$ cat src/hw/rtl/key_value_table_linear_match_defines.svh
// Assertion macros for the key-value table.
`ifndef KEY_VALUE_TABLE_LINEAR_MATCH_DEFINES_SVH
`define KEY_VALUE_TABLE_LINEAR_MATCH_DEFINES_SVH

// Same-cycle implication, checked out of reset.
`define KVT_ASSERT_NOW(label, clk, rst_n, ante, cons, msg) \
    label: assert property (@(posedge clk) disable iff (!rst_n) (ante) |-> (cons)) \
        else $error(msg);

// Next-cycle implication, checked out of reset.
`define KVT_ASSERT_NEXT(label, clk, rst_n, ante, cons, msg) \
    label: assert property (@(posedge clk) disable iff (!rst_n) (ante) |=> (cons)) \
        else $error(msg);

`endif

$ cat src/hw/rtl/kvt_pkg.sv
// Shared types and codes for the key-value table.
package kvt_pkg;

    typedef enum logic [2:0] {
        OP_PUT      = 3'd0,
        OP_GET      = 3'd1,
        OP_REMOVE   = 3'd2,
        OP_CONTAINS = 3'd3,
        OP_CLEAR    = 3'd4
    } op_t;

    typedef enum logic [1:0] {
        ST_OK      = 2'd0,
        ST_EMPTY   = 2'd1,
        ST_UNKNOWN = 2'd2,
        ST_NOMEM   = 2'd3
    } status_t;

    typedef enum logic [2:0] {
        S_IDLE,
        S_CHECK,
        S_SCAN,
        S_MOVE_RD,
        S_MOVE_WR
    } ctrl_state_t;

    // write address source
    typedef enum logic [1:0] {
        WSEL_SCAN,
        WSEL_TAIL,
        WSEL_SLOT
    } wsel_t;

    // read_value source for the result
    typedef enum logic [1:0] {
        VSEL_ZERO,
        VSEL_READ,
        VSEL_HOLD
    } vsel_t;

    typedef struct packed {
        logic    load;
        logic    step;
        logic    addr_last;
        logic    capture;
        logic    wr_en_key;
        logic    wr_en_val;
        wsel_t   wr_sel;
        logic    wr_move;
        logic    cnt_clr;
        logic    cnt_inc;
        logic    cnt_dec;
        logic    respond;
        status_t rsp_status;
        logic    rsp_found;
        vsel_t   rsp_vsel;
    } cmd_t;

    typedef struct packed {
        op_t  op;
        logic match;
        logic last;
        logic count_zero;
        logic count_full;
    } dp_status_t;

endpackage

$ cat src/hw/rtl/kvt_datapath.sv
// Datapath: key and value memories, entry count, scan pointer, result registers.
module kvt_datapath #(
    parameter int DEPTH      = 32,
    parameter int KEY_BITS   = 32,
    parameter int VALUE_BITS = 32
) (
    input  logic                         clk,
    input  logic                         rst_n,
    input  logic [2:0]                   op,
    input  logic [KEY_BITS-1:0]          req_key,
    input  logic [VALUE_BITS-1:0]        req_value,
    input  kvt_pkg::cmd_t                cmd,
    output kvt_pkg::dp_status_t          stat,
    output logic                         done,
    output logic [1:0]                   status,
    output logic                         found,
    output logic [VALUE_BITS-1:0]        read_value,
    output logic [$clog2(DEPTH+1)-1:0]   entry_count
);
    import kvt_pkg::*;

    localparam int IW = $clog2(DEPTH);
    localparam int CW = $clog2(DEPTH+1);

    logic [KEY_BITS-1:0]   key_mem [DEPTH];
    logic [VALUE_BITS-1:0] val_mem [DEPTH];

    op_t                   op_reg;
    logic [KEY_BITS-1:0]   key_reg;
    logic [VALUE_BITS-1:0] val_reg;
    logic [CW-1:0]         count_reg, count_next;
    logic [IW-1:0]         addr_reg, addr_next;
    logic [IW-1:0]         idx_reg;
    logic [KEY_BITS-1:0]   rd_key_reg;
    logic [VALUE_BITS-1:0] rd_val_reg;
    logic [IW-1:0]         slot_reg;
    logic [VALUE_BITS-1:0] hold_val_reg;
    logic                  done_reg;
    status_t               status_reg;
    logic                  found_reg;
    logic [VALUE_BITS-1:0] read_value_reg;

    logic [IW-1:0]         wr_addr;
    logic [KEY_BITS-1:0]   wr_key;
    logic [VALUE_BITS-1:0] wr_val;
    logic [VALUE_BITS-1:0] rsp_val;

    always_comb
    begin
        addr_next = addr_reg;
        priority if (cmd.load)
            addr_next = '0;
        else if (cmd.addr_last)
            addr_next = IW'(count_reg - CW'(1));
        else if (cmd.step)
            addr_next = (addr_reg == IW'(DEPTH - 1)) ? '0 : addr_reg + IW'(1);
    end

    always_comb
    begin
        count_next = count_reg;
        priority if (cmd.cnt_clr)
            count_next = '0;
        else if (cmd.cnt_inc)
            count_next = count_reg + CW'(1);
        else if (cmd.cnt_dec)
            count_next = count_reg - CW'(1);
    end

    always_comb
    begin
        unique case (cmd.wr_sel)
            WSEL_SCAN: wr_addr = idx_reg;
            WSEL_TAIL: wr_addr = IW'(count_reg);
            WSEL_SLOT: wr_addr = slot_reg;
            default:   wr_addr = idx_reg;
        endcase
        wr_key = cmd.wr_move ? rd_key_reg : key_reg;
        wr_val = cmd.wr_move ? rd_val_reg : val_reg;
    end

    always_comb
    begin
        unique case (cmd.rsp_vsel)
            VSEL_READ: rsp_val = rd_val_reg;
            VSEL_HOLD: rsp_val = hold_val_reg;
            default:   rsp_val = '0;
        endcase
    end

    // memories: one write, one registered read per cycle
    always_ff @(posedge clk)
    begin
        if (cmd.wr_en_key)
            key_mem[wr_addr] <= wr_key;
        if (cmd.wr_en_val)
            val_mem[wr_addr] <= wr_val;
        rd_key_reg <= key_mem[addr_reg];
        rd_val_reg <= val_mem[addr_reg];
        idx_reg    <= addr_reg;
    end

    always_ff @(posedge clk)
    begin
        if (cmd.load)
        begin
            op_reg  <= op_t'(op);
            key_reg <= req_key;
            val_reg <= req_value;
        end
        if (cmd.capture)
        begin
            slot_reg     <= idx_reg;
            hold_val_reg <= rd_val_reg;
        end
        if (cmd.respond)
        begin
            status_reg     <= cmd.rsp_status;
            found_reg      <= cmd.rsp_found;
            read_value_reg <= rsp_val;
        end
    end

    always_ff @(posedge clk or negedge rst_n)
    begin
        if (!rst_n)
        begin
            count_reg <= '0;
            addr_reg  <= '0;
            done_reg  <= 1'b0;
        end
        else
        begin
            count_reg <= count_next;
            addr_reg  <= addr_next;
            done_reg  <= cmd.respond;
        end
    end

    assign stat.op         = op_reg;
    assign stat.match      = (rd_key_reg == key_reg);
    assign stat.last       = (CW'(idx_reg) == count_reg - CW'(1));
    assign stat.count_zero = (count_reg == '0);
    assign stat.count_full = (count_reg == CW'(DEPTH));

    assign done        = done_reg;
    assign status      = status_reg;
    assign found       = found_reg;
    assign read_value  = read_value_reg;
    assign entry_count = count_reg;

endmodule

$ cat src/hw/rtl/kvt_ctrl.sv
// Controller: sequences lookup scan, table update and result for each item.
module kvt_ctrl (
    input  logic                 clk,
    input  logic                 rst_n,
    input  logic                 start,
    input  kvt_pkg::dp_status_t  stat,
    output kvt_pkg::cmd_t        cmd,
    output logic                 busy
);
    import kvt_pkg::*;

    ctrl_state_t state_reg, state_next;

    always_ff @(posedge clk or negedge rst_n)
    begin
        if (!rst_n)
            state_reg <= S_IDLE;
        else
            state_reg <= state_next;
    end

    always_comb
    begin
        state_next = state_reg;
        cmd        = '0;
        busy       = (state_reg != S_IDLE);
        unique case (state_reg)
            S_IDLE:
            begin
                if (start)
                begin
                    cmd.load   = 1'b1;
                    state_next = S_CHECK;
                end
            end
            S_CHECK:
            begin
                // entry 0 is being read; move on to the scan unless decided here
                cmd.step   = 1'b1;
                state_next = S_SCAN;
                unique case (stat.op)
                    OP_CLEAR:
                    begin
                        cmd.cnt_clr = 1'b1;
                        cmd.respond = 1'b1;
                        state_next  = S_IDLE;
                    end
                    OP_GET, OP_REMOVE:
                    begin
                        if (stat.count_zero)
                        begin
                            cmd.respond    = 1'b1;
                            cmd.rsp_status = ST_EMPTY;
                            state_next     = S_IDLE;
                        end
                    end
                    OP_PUT:
                    begin
                        if (stat.count_zero)
                        begin
                            cmd.wr_en_key = 1'b1;
                            cmd.wr_en_val = 1'b1;
                            cmd.wr_sel    = WSEL_TAIL;
                            cmd.cnt_inc   = 1'b1;
                            cmd.respond   = 1'b1;
                            state_next    = S_IDLE;
                        end
                    end
                    OP_CONTAINS:
                    begin
                        if (stat.count_zero)
                        begin
                            cmd.respond = 1'b1;
                            state_next  = S_IDLE;
                        end
                    end
                    default:
                    begin
                        cmd.respond = 1'b1;
                        state_next  = S_IDLE;
                    end
                endcase
            end
            S_SCAN:
            begin
                if (stat.match)
                begin
                    state_next = S_IDLE;
                    unique case (stat.op)
                        OP_PUT:
                        begin
                            cmd.wr_en_val = 1'b1;
                            cmd.wr_sel    = WSEL_SCAN;
                            cmd.respond   = 1'b1;
                            cmd.rsp_found = 1'b1;
                        end
                        OP_GET:
                        begin
                            cmd.respond   = 1'b1;
                            cmd.rsp_found = 1'b1;
                            cmd.rsp_vsel  = VSEL_READ;
                        end
                        OP_REMOVE:
                        begin
                            cmd.capture   = 1'b1;
                            cmd.addr_last = 1'b1;
                            state_next    = S_MOVE_RD;
                        end
                        default:
                        begin
                            cmd.respond   = 1'b1;
                            cmd.rsp_found = 1'b1;
                        end
                    endcase
                end
                else if (stat.last)
                begin
                    state_next  = S_IDLE;
                    cmd.respond = 1'b1;
                    unique case (stat.op)
                        OP_PUT:
                        begin
                            if (stat.count_full)
                                cmd.rsp_status = ST_NOMEM;
                            else
                            begin
                                cmd.wr_en_key = 1'b1;
                                cmd.wr_en_val = 1'b1;
                                cmd.wr_sel    = WSEL_TAIL;
                                cmd.cnt_inc   = 1'b1;
                            end
                        end
                        OP_GET, OP_REMOVE:
                            cmd.rsp_status = ST_UNKNOWN;
                        default:
                            cmd.rsp_status = ST_OK;
                    endcase
                end
                else
                    cmd.step = 1'b1;
            end
            S_MOVE_RD:
                state_next = S_MOVE_WR;  // last entry being read
            S_MOVE_WR:
            begin
                cmd.wr_en_key = 1'b1;
                cmd.wr_en_val = 1'b1;
                cmd.wr_sel    = WSEL_SLOT;
                cmd.wr_move   = 1'b1;
                cmd.cnt_dec   = 1'b1;
                cmd.respond   = 1'b1;
                cmd.rsp_found = 1'b1;
                cmd.rsp_vsel  = VSEL_HOLD;
                state_next    = S_IDLE;
            end
            default:
                state_next = S_IDLE;
        endcase
    end

endmodule

$ cat src/hw/rtl/key_value_table_linear_match.sv
// Key-value table of fixed capacity: user command port, controller and datapath.
//
// Key-value table holding up to DEPTH pairs as a dense list. Pulse start with
// op, req_key and req_value while busy is low; the result appears for one
// cycle with done high and must be taken then. Clear, unused op codes and
// any item on an empty table are decided in the check state without a scan.
// Other items scan the key memory one entry a cycle through its single read
// port until a hit or the last entry; a remove hit then reads the last entry
// and writes it into the freed slot. entry_count always shows the current
// count.
`include "key_value_table_linear_match_defines.svh"

module key_value_table_linear_match #(
    parameter int DEPTH      = 32,
    parameter int KEY_BITS   = 32,
    parameter int VALUE_BITS = 32
) (
    input  logic                        clk,
    input  logic                        rst_n,
    input  logic                        start,
    output logic                        busy,
    input  logic [2:0]                  op,
    input  logic [KEY_BITS-1:0]         req_key,
    input  logic [VALUE_BITS-1:0]       req_value,
    output logic                        done,
    output logic [1:0]                  status,
    output logic                        found,
    output logic [VALUE_BITS-1:0]       read_value,
    output logic [$clog2(DEPTH+1)-1:0]  entry_count
);
    import kvt_pkg::*;

    localparam int CW = $clog2(DEPTH+1);

    cmd_t       cmd;
    dp_status_t stat;
    logic       rsp_empty;
    logic       rsp_nomem;
    logic       at_zero;
    logic       at_full;

    kvt_ctrl u_ctrl (
        .clk   (clk),
        .rst_n (rst_n),
        .start (start),
        .stat  (stat),
        .cmd   (cmd),
        .busy  (busy)
    );

    kvt_datapath #(
        .DEPTH      (DEPTH),
        .KEY_BITS   (KEY_BITS),
        .VALUE_BITS (VALUE_BITS)
    ) u_datapath (
        .clk         (clk),
        .rst_n       (rst_n),
        .op          (op),
        .req_key     (req_key),
        .req_value   (req_value),
        .cmd         (cmd),
        .stat        (stat),
        .done        (done),
        .status      (status),
        .found       (found),
        .read_value  (read_value),
        .entry_count (entry_count)
    );

    assign rsp_empty = done && (status == ST_EMPTY);
    assign rsp_nomem = done && (status == ST_NOMEM);
    assign at_zero   = (entry_count == '0);
    assign at_full   = (entry_count == CW'(DEPTH));

    `KVT_ASSERT_NOW(a_done_not_busy, clk, rst_n, done, !busy, "result shown while busy")
    `KVT_ASSERT_NEXT(a_accept_busy, clk, rst_n, start && !busy, busy && !done, "item not held busy")
    `KVT_ASSERT_NOW(a_empty_count, clk, rst_n, rsp_empty, at_zero && !found, "empty with entries")
    `KVT_ASSERT_NOW(a_nomem_full, clk, rst_n, rsp_nomem, at_full && !found, "no memory not full")

endmodule

$ cat config.mk
export PLATFORM = sky130hd
export DESIGN_NAME = key_value_table_linear_match
export DESIGN_NICKNAME = d
export VERILOG_FILES = /design/src/hw/rtl/kvt_pkg.sv /design/src/hw/rtl/kvt_datapath.sv /design/src/hw/rtl/kvt_ctrl.sv /design/src/hw/rtl/key_value_table_linear_match.sv
export VERILOG_INCLUDE_DIRS = /design/src /design/src/hw/rtl
export SDC_FILE = /design/constraint.sdc
export NUM_CORES = 2
export LEC_CHECK = 0
export ABC_CLOCK_PERIOD_IN_PS = 12300
export BUFFER_PORTS_ARGS = -buffer_cell sky130_fd_sc_hd__buf_2
export CAP_MARGIN = 25
export CORE_ASPECT_RATIO = 0.6
export CORE_MARGIN = 8
export CORE_UTILIZATION = 45
export CTS_CLUSTER_DIAMETER = 100
export DETAILED_ROUTE_END_ITERATION = 7
export PLACE_DENSITY = 0.71
export SLEW_MARGIN = 20
export SYNTH_ARGS = -nofsm -noshare
export SYNTH_HDL_FRONTEND = slang
export SYNTH_SLANG_ARGS = --single-unit
$ cat constraint.sdc
create_clock -name clk -period 12.3 [get_ports clk]
set_clock_uncertainty 0.05 [all_clocks]
set_input_delay 0 -clock clk [delete_from_list [all_inputs] [get_ports clk]]
set_output_delay 0 -clock clk [all_outputs]
set_load 0.01 [all_outputs]
## Word-level counts from Yosys, hierarchy flattened

Memories as Yosys holds them, arrays and structs flattened. A register that Yosys moved wholly into a read port is not among the register bits.
Cells that the tools add are included.

| storage, ports and cells | value |
|---|---|
| flip-flop bits (word level) | 159 |
| RAM bits | 2,048 |
| input port bits | 70 |
| output and inout bits | 43 |
| word-level logic and storage cells | 109 |
| memories | 2 |

| operators by class | value |
|---|---|
| add/sub/neg operators | 3 |
| eq/ne operators | 18 |
| muxes and demuxes | 63 |
| reduce and logical (&&, ||, !) cells | 10 |

Memories:

| memory | words | width | rd ports | clocked after Yosys merged registers in | wr ports | line | text |
|---|---|---|---|---|---|---|---|
| u_datapath.key_mem | 32 | 32 | 1 | 1 | 1 | kvt_datapath.sv:25 | `logic [KEY_BITS-1:0] key_mem [DEPTH];` |
| u_datapath.val_mem | 32 | 32 | 1 | 1 | 1 | kvt_datapath.sv:26 | `logic [VALUE_BITS-1:0] val_mem [DEPTH];` |

Operators by type and width:

| kind | count |
|---|---|
| 32-bit two-way mux | 2 |
| 32-bit one-hot mux with 2 select lines | 1 |
| 32-bit == test | 1 |
| 3-bit two-way mux | 9 |
| 1-bit two-way mux | 21 |
| 4-bit two-way mux | 5 |
| 5-bit two-way mux | 4 |
| 6-bit two-way mux | 3 |
| 2-bit two-way mux | 8 |
| 3-bit by 2-bit == test with 1-bit output (second input constant) | 4 |
| 3-bit one-hot mux with 4 select lines | 1 |
| 4-bit one-hot mux with 3 select lines | 1 |
| 5-bit one-hot mux with 2 select lines | 1 |
| 3-bit nonzero test | 3 |
| 2-bit one-hot mux with 2 select lines | 2 |
| 6-bit by 1-bit adder with 6-bit output (second input constant) | 1 |
| 3-bit by 1-bit == test with 1-bit output (second input constant) | 2 |
| 3-bit == test (second input constant) | 2 |
| 5-bit by 6-bit == test with 1-bit output | 1 |
| 6-bit == test (second input constant) | 1 |
| 3-bit zero test | 2 |
| 6-bit zero test | 1 |
| 1-bit one-hot mux with 2 select lines | 3 |
| 3-bit one-hot mux with 2 select lines | 1 |
| other kinds (11) | 14 |

## Depth between registers and ports, before layout

| logic depth | value |
|---|---|
| depth after elaboration | 8 |
| gate-level depth with buffers | 16 |
| depth with buffers taken out | 16 |

## By module

A second synthesis with hierarchy kept.

| unflattened totals | value |
|---|---|
| cells, all modules | 5,011 |
| area total of the unflattened synthesis | 88,149.5 sq um |

By module, submodules not included:

| module | times used | cells an instance | area an instance (sq um) | seq. area each (sq um) |
|---|---|---|---|---|
| kvt_datapath | 1 | 4,953 | 87,716.6 | 67,354.6 |
| kvt_ctrl | 1 | 58 | 432.9 | 75.1 |

## Least setup slack after synthesis

OpenSTA, ideal clock, no wires.

| timing path | value |
|---|---|
| kind | register to register |
| start | register u_ctrl.state_reg[2] |
| end | register u_datapath.addr_reg[2] |
| setup time | 0.147 ns |
| data arrival time | 8.540 ns |
| data required time | 12.103 ns |
| setup slack | 3.562 ns |
| stages on the path, launching flop included | 5 |
| buffers on the path | 0 |
| period minus slack after synthesis | 8.738 ns |
| path through | dfrtp_1 nor4_1 nor3_1 a32oi_1 o22ai_1 |

RTL lines:

| item | line | text |
|---|---|---|
| from (decl) | kvt_ctrl.sv:12 | `ctrl_state_t state_reg, state_next;` |
| from (signal assigned) | kvt_ctrl.sv:19 | `state_reg <= state_next;` |
| to (signal assigned) | kvt_datapath.sv:135 | `addr_reg <= addr_next;` |
| to (decl) | kvt_datapath.sv:32 | `logic [IW-1:0] addr_reg, addr_next;` |

## Worst setup path after layout

| timing path | value |
|---|---|
| start | register u_datapath.count_reg[2] (netlist: u_datapath.entry_count[2]) |
| end | memory u_datapath.val_mem[24][18] (enable) |

| on the way | value |
|---|---|
| longest elaborated chain between the ends | 8 |
| elaborated cells between the ends (all ways) | 16 |
| classes of those cells | add/sub: 1; eq/ne: 4; mux: 10; reduce/logical: 1 |

RTL lines:

| item | line | text |
|---|---|---|
| from (decl) | kvt_datapath.sv:31 | `logic [CW-1:0] count_reg, count_next;` |
| from (signal assigned) | kvt_datapath.sv:134 | `count_reg <= count_next;` |
| branches (longest 8 deep; another with 6-bit by 1-bit subtractor with 6-bit output) | - |  |
| to (decl) | kvt_datapath.sv:26 |  |

Several ways; the timed one is not identified.

==> flow_summary_export.csv <==
group,metric,value,unit
layout,fin_util,52.2,%
power,static-leakage-power,30.9,nW
drt,drt_drc_violations_left,0,
die,design.die.area,206000,um2
sta,report.final.setup_viol,0,
sta,totalNegativeSetupSlack,0,ps
layout,biggestRegsByFlops,"u_datapath.key_mem x1024, u_datapath.val_mem x1024",
cts,post_cts.resized_instances,0,
sta,share_of_the_clock_period_used_by_the_worst_path_after_layout,45.2,%
cts,post_cts_buffers,0,
cts,cts_root_buf,"clkbuf_16",
drt,antenna_left,0,
logic_synthesis,synth.ff_latch_count,2271,
cts,cts_h_tree_depth,4,
logic_synthesis,ys.flop_type,"edfxtp_1",
sta,worst_slew_margin_rel,22.9,%
cts,worst_skew_pair.late_latency,840,ps
drt,via_per_inst,6.12,
layout,syn_to_final_growth,15.3,%
die,placeableCoreArea,190000,um2
cts,num_cts_buffers,195,
logic_synthesis,synth.net_count,3925,
place,post-dp-hpwl,139,mm
layout,fillerInstances,14200,
cts,clock_sinks,2271,
die,die_y,355,um
hold_path,worst_hold_path_type,"primary input to asynchronous set/reset pin",
drt,detail_route.wl_per_cell,31.7,um
drt,detail_route.first_pass.iterations,8,
global_routing,maximum_number_of_pins_on_one_net_before_global_route_repair,138,
global_routing,global_route_wire_length_before_repair,311,mm
worst_setup_path,required,12680,ps
sta,worst_pin_slew,1160,ps
sta,post-route-min-period,5560,ps
global_routing,antenna_found_initial,18,
logic_synthesis,synth-edff-count,2187,
drt,route.final.wire_length,221,mm
layout,stdcell_area,99400,um2
cts,number_of_hold_repair_buffers_added_at_the_cts_stage,137,
drt,dr.first_iter.drc_count,6770,
place,place_ws,6570,ps
sta,fmaxAchievable,180,MHz
logic_synthesis,syn-cell-area,86200,um2
cts,clock_path_buffers,3,
worst_setup_path,crit_fanout,32,
logic_synthesis,synth_area_per_cell,22.4,um2
power,power-per-cell-area,215,nW/um2
worst_setup_path,reg2reg_setup_slack,6740,ps
cts,worst_setup_hold_path_clk_slew,70,ps
logic_synthesis,ys_types,57,
power,max-vdd-ir-drop,182,uV
global_routing,global_route.usage.total,21.0,%
logic_synthesis,portion_of_the_post_synthesis_area_used_by_sequential_elements,78.2,%
place,post_dp_cell_area,91200,um2
logic_synthesis,synthesis.yosys.warnings,0,
sta,rsz0062_at_grt,"false",
sta,finalMaxSlewViolations,0,
sta,final_critical_path_setup_slack,6740,ps
worst_setup_path,end_kind,"register",
worst_setup_path,data_arrival_critical_path,5940,ps
layout,layout.nets,4341,
worst_setup_path,crit_type,"register to register",
sta,final_count_of_hold_timing_violations,0,
cts,clock_tree_from_tritoncts,"yes",
place,routabilityCongestion,0.841,
logic_synthesis,async_sr_flop_fraction,0.661,%
die,io_pins,113,
run_status,result_of_the_run,"completed",
global_routing,total_global_routing_overflow,0,
worst_setup_path,timing.critical_path.from_type,"register",
run,cap_viol_max_count,0,
drt,dr_total_vias,42600,
layout,fraction_of_layout_instances_using_a_drive_strength_above_1,29.1,%
die,std_cell_rows,124,
die,chipWidth,581,um
logic_synthesis,syn-instance-count,3846,
place,portBuffers,112,
global_routing,first_global_vias,40600,
die,floorplan.initialDensity,45.3,%
power breakdown:
group | total (mW) | switching (mW) | leakage, nW | internal [mW]
Combinational | 5.75 | 3.53 | 7.41 | 2.23
Clock | 6.04 | 2.76 | 3.02 | 3.28
Sequential | 9.57 | 0.293 | 20.5 | 9.27
per-stage QoR:
step,power (mW),instances,hold WS [ps]
after floorplan,13.0,3846,-346
after global routing,22.0,6952,10.4
after CTS,21.4,6925,150
after detailed placement,15.4,6422,-64.1
after global placement,15.3,6399,-61.2
final,21.4,6954,21.5
routing by layer:
layer / wire length [um] / track usage (%) / vias up
met5: 182 / 0.486 / -
met2: 87800 / 26.8 / 2886
li1: - / - / 16800
met3: 34700 / 7.92 / 249
met4: 3880 / 3.97 / 8
met1: 94200 / 34.0 / 22600
final cells by class:
cell class | instances | area, um2 | share of cell area [%]
repair buffers | 413 | 4000 | 4.02
diodes | 3 | 7.51 | 0.00755
clock inverters | 98 | 817 | 0.822
well taps | 2520 | 3150 | 3.17
multi-input cells | 1368 | 18500 | 18.6
inverters | 13 | 52.6 | 0.0529
clock buffers | 268 | 5380 | 5.42
flip-flops and latches | 2271 | 67400 | 67.9
cells by family after synthesis:
group | count (synthesis) | share of synthesized area [%]
flip-flops | 2271 | 78.2
multiplexers | 643 | 16.8
AND/OR/NAND/NOR | 582 | 2.73
buffers and inverters | 207 | 0.917
AO/OA/AOI/OAI | 93 | 0.814
XOR/XNOR | 41 | 0.433
adder cells (fa/ha/maj) | 9 | 0.131
path summary, 6_finish.rpt:
path	start	to	cells after the start
worst max-delay path	u_datapath.entry_count[2]	u_datapath.val_mem[24][18]	11
worst min-delay path	rst_n	u_datapath.done	3
worst max register to register	u_datapath.entry_count[2]	u_datapath.val_mem[24][18]	11
worst min register to register	u_datapath.rd_val_reg[11]	u_datapath.hold_val_reg[11]	0
max in group asynchronous	rst_n	u_datapath.addr_reg[2]	4
min in group clk	start	u_ctrl.state_reg[0]	5
worst max-delay path, cell delays in order (launching register included):
cell,delay (ps)
dfrtp_1,510
or3_1,530
o31a_1,330
nor4_4,350
and2_1,270
a41o_1,270
nand2_1,100
inv_1,90
ha_1,360
o21ai_0,400
nand3_1,750
nor2_4,1110
cells in the mapped netlist, drive strengths merged (4+ instances only):
| cell | number | share of area [%] |
|---|---|---|
| a21oi | 10 | 0.058 |
| a22oi | 39 | 0.35 |
| buf | 51 | 0.24 |
| clkbuf | 143 | 0.62 |
| dfrtp | 15 | 0.44 |
| dfxtp | 69 | 1.6 |
| edfxtp | 2187 | 76 |
| ha | 9 | 0.13 |
| inv | 13 | 0.057 |
| mux4 | 640 | 17 |
| nand2 | 410 | 1.8 |
| nand3 | 15 | 0.087 |
| nand4 | 9 | 0.065 |
| nor2 | 111 | 0.48 |
| nor3 | 9 | 0.052 |
| nor3b | 4 | 0.035 |
| nor4 | 5 | 0.068 |
| o21a | 6 | 0.052 |
| o21ai | 10 | 0.058 |
| o21bai | 5 | 0.061 |
| o31ai | 4 | 0.035 |
| xnor2 | 35 | 0.36 |
| xor2 | 5 | 0.051 |
placed cells by master (no fill, tap or decap), drive strengths merged, types with 2 or more instances in the layout:
cell,count
clkinvlp,9
a41o,2
nor4,5
o21a,6
dfrtp,15
clkbuf,268
a2111oi,2
xor2,5
a21oi,10
dlygate4sd3,137
dfxtp,69
buf,276
diode,3
nand3,15
ha,9
o21bai,5
nand2,410
o21ai,10
edfxtp,2187
mux4,640
a32oi,3
a21o,2
o22ai,3
clkinv,75
nor3,9
nor2,111
nand3b,3
o31ai,4
xnor2,35
or3,3
bufinv,10
nor3b,4
a22oi,39
nand4,9
and3,3
inv,17
mux2i,3
and2,3
nor4b,2
(Power assumes the default switching activity.)
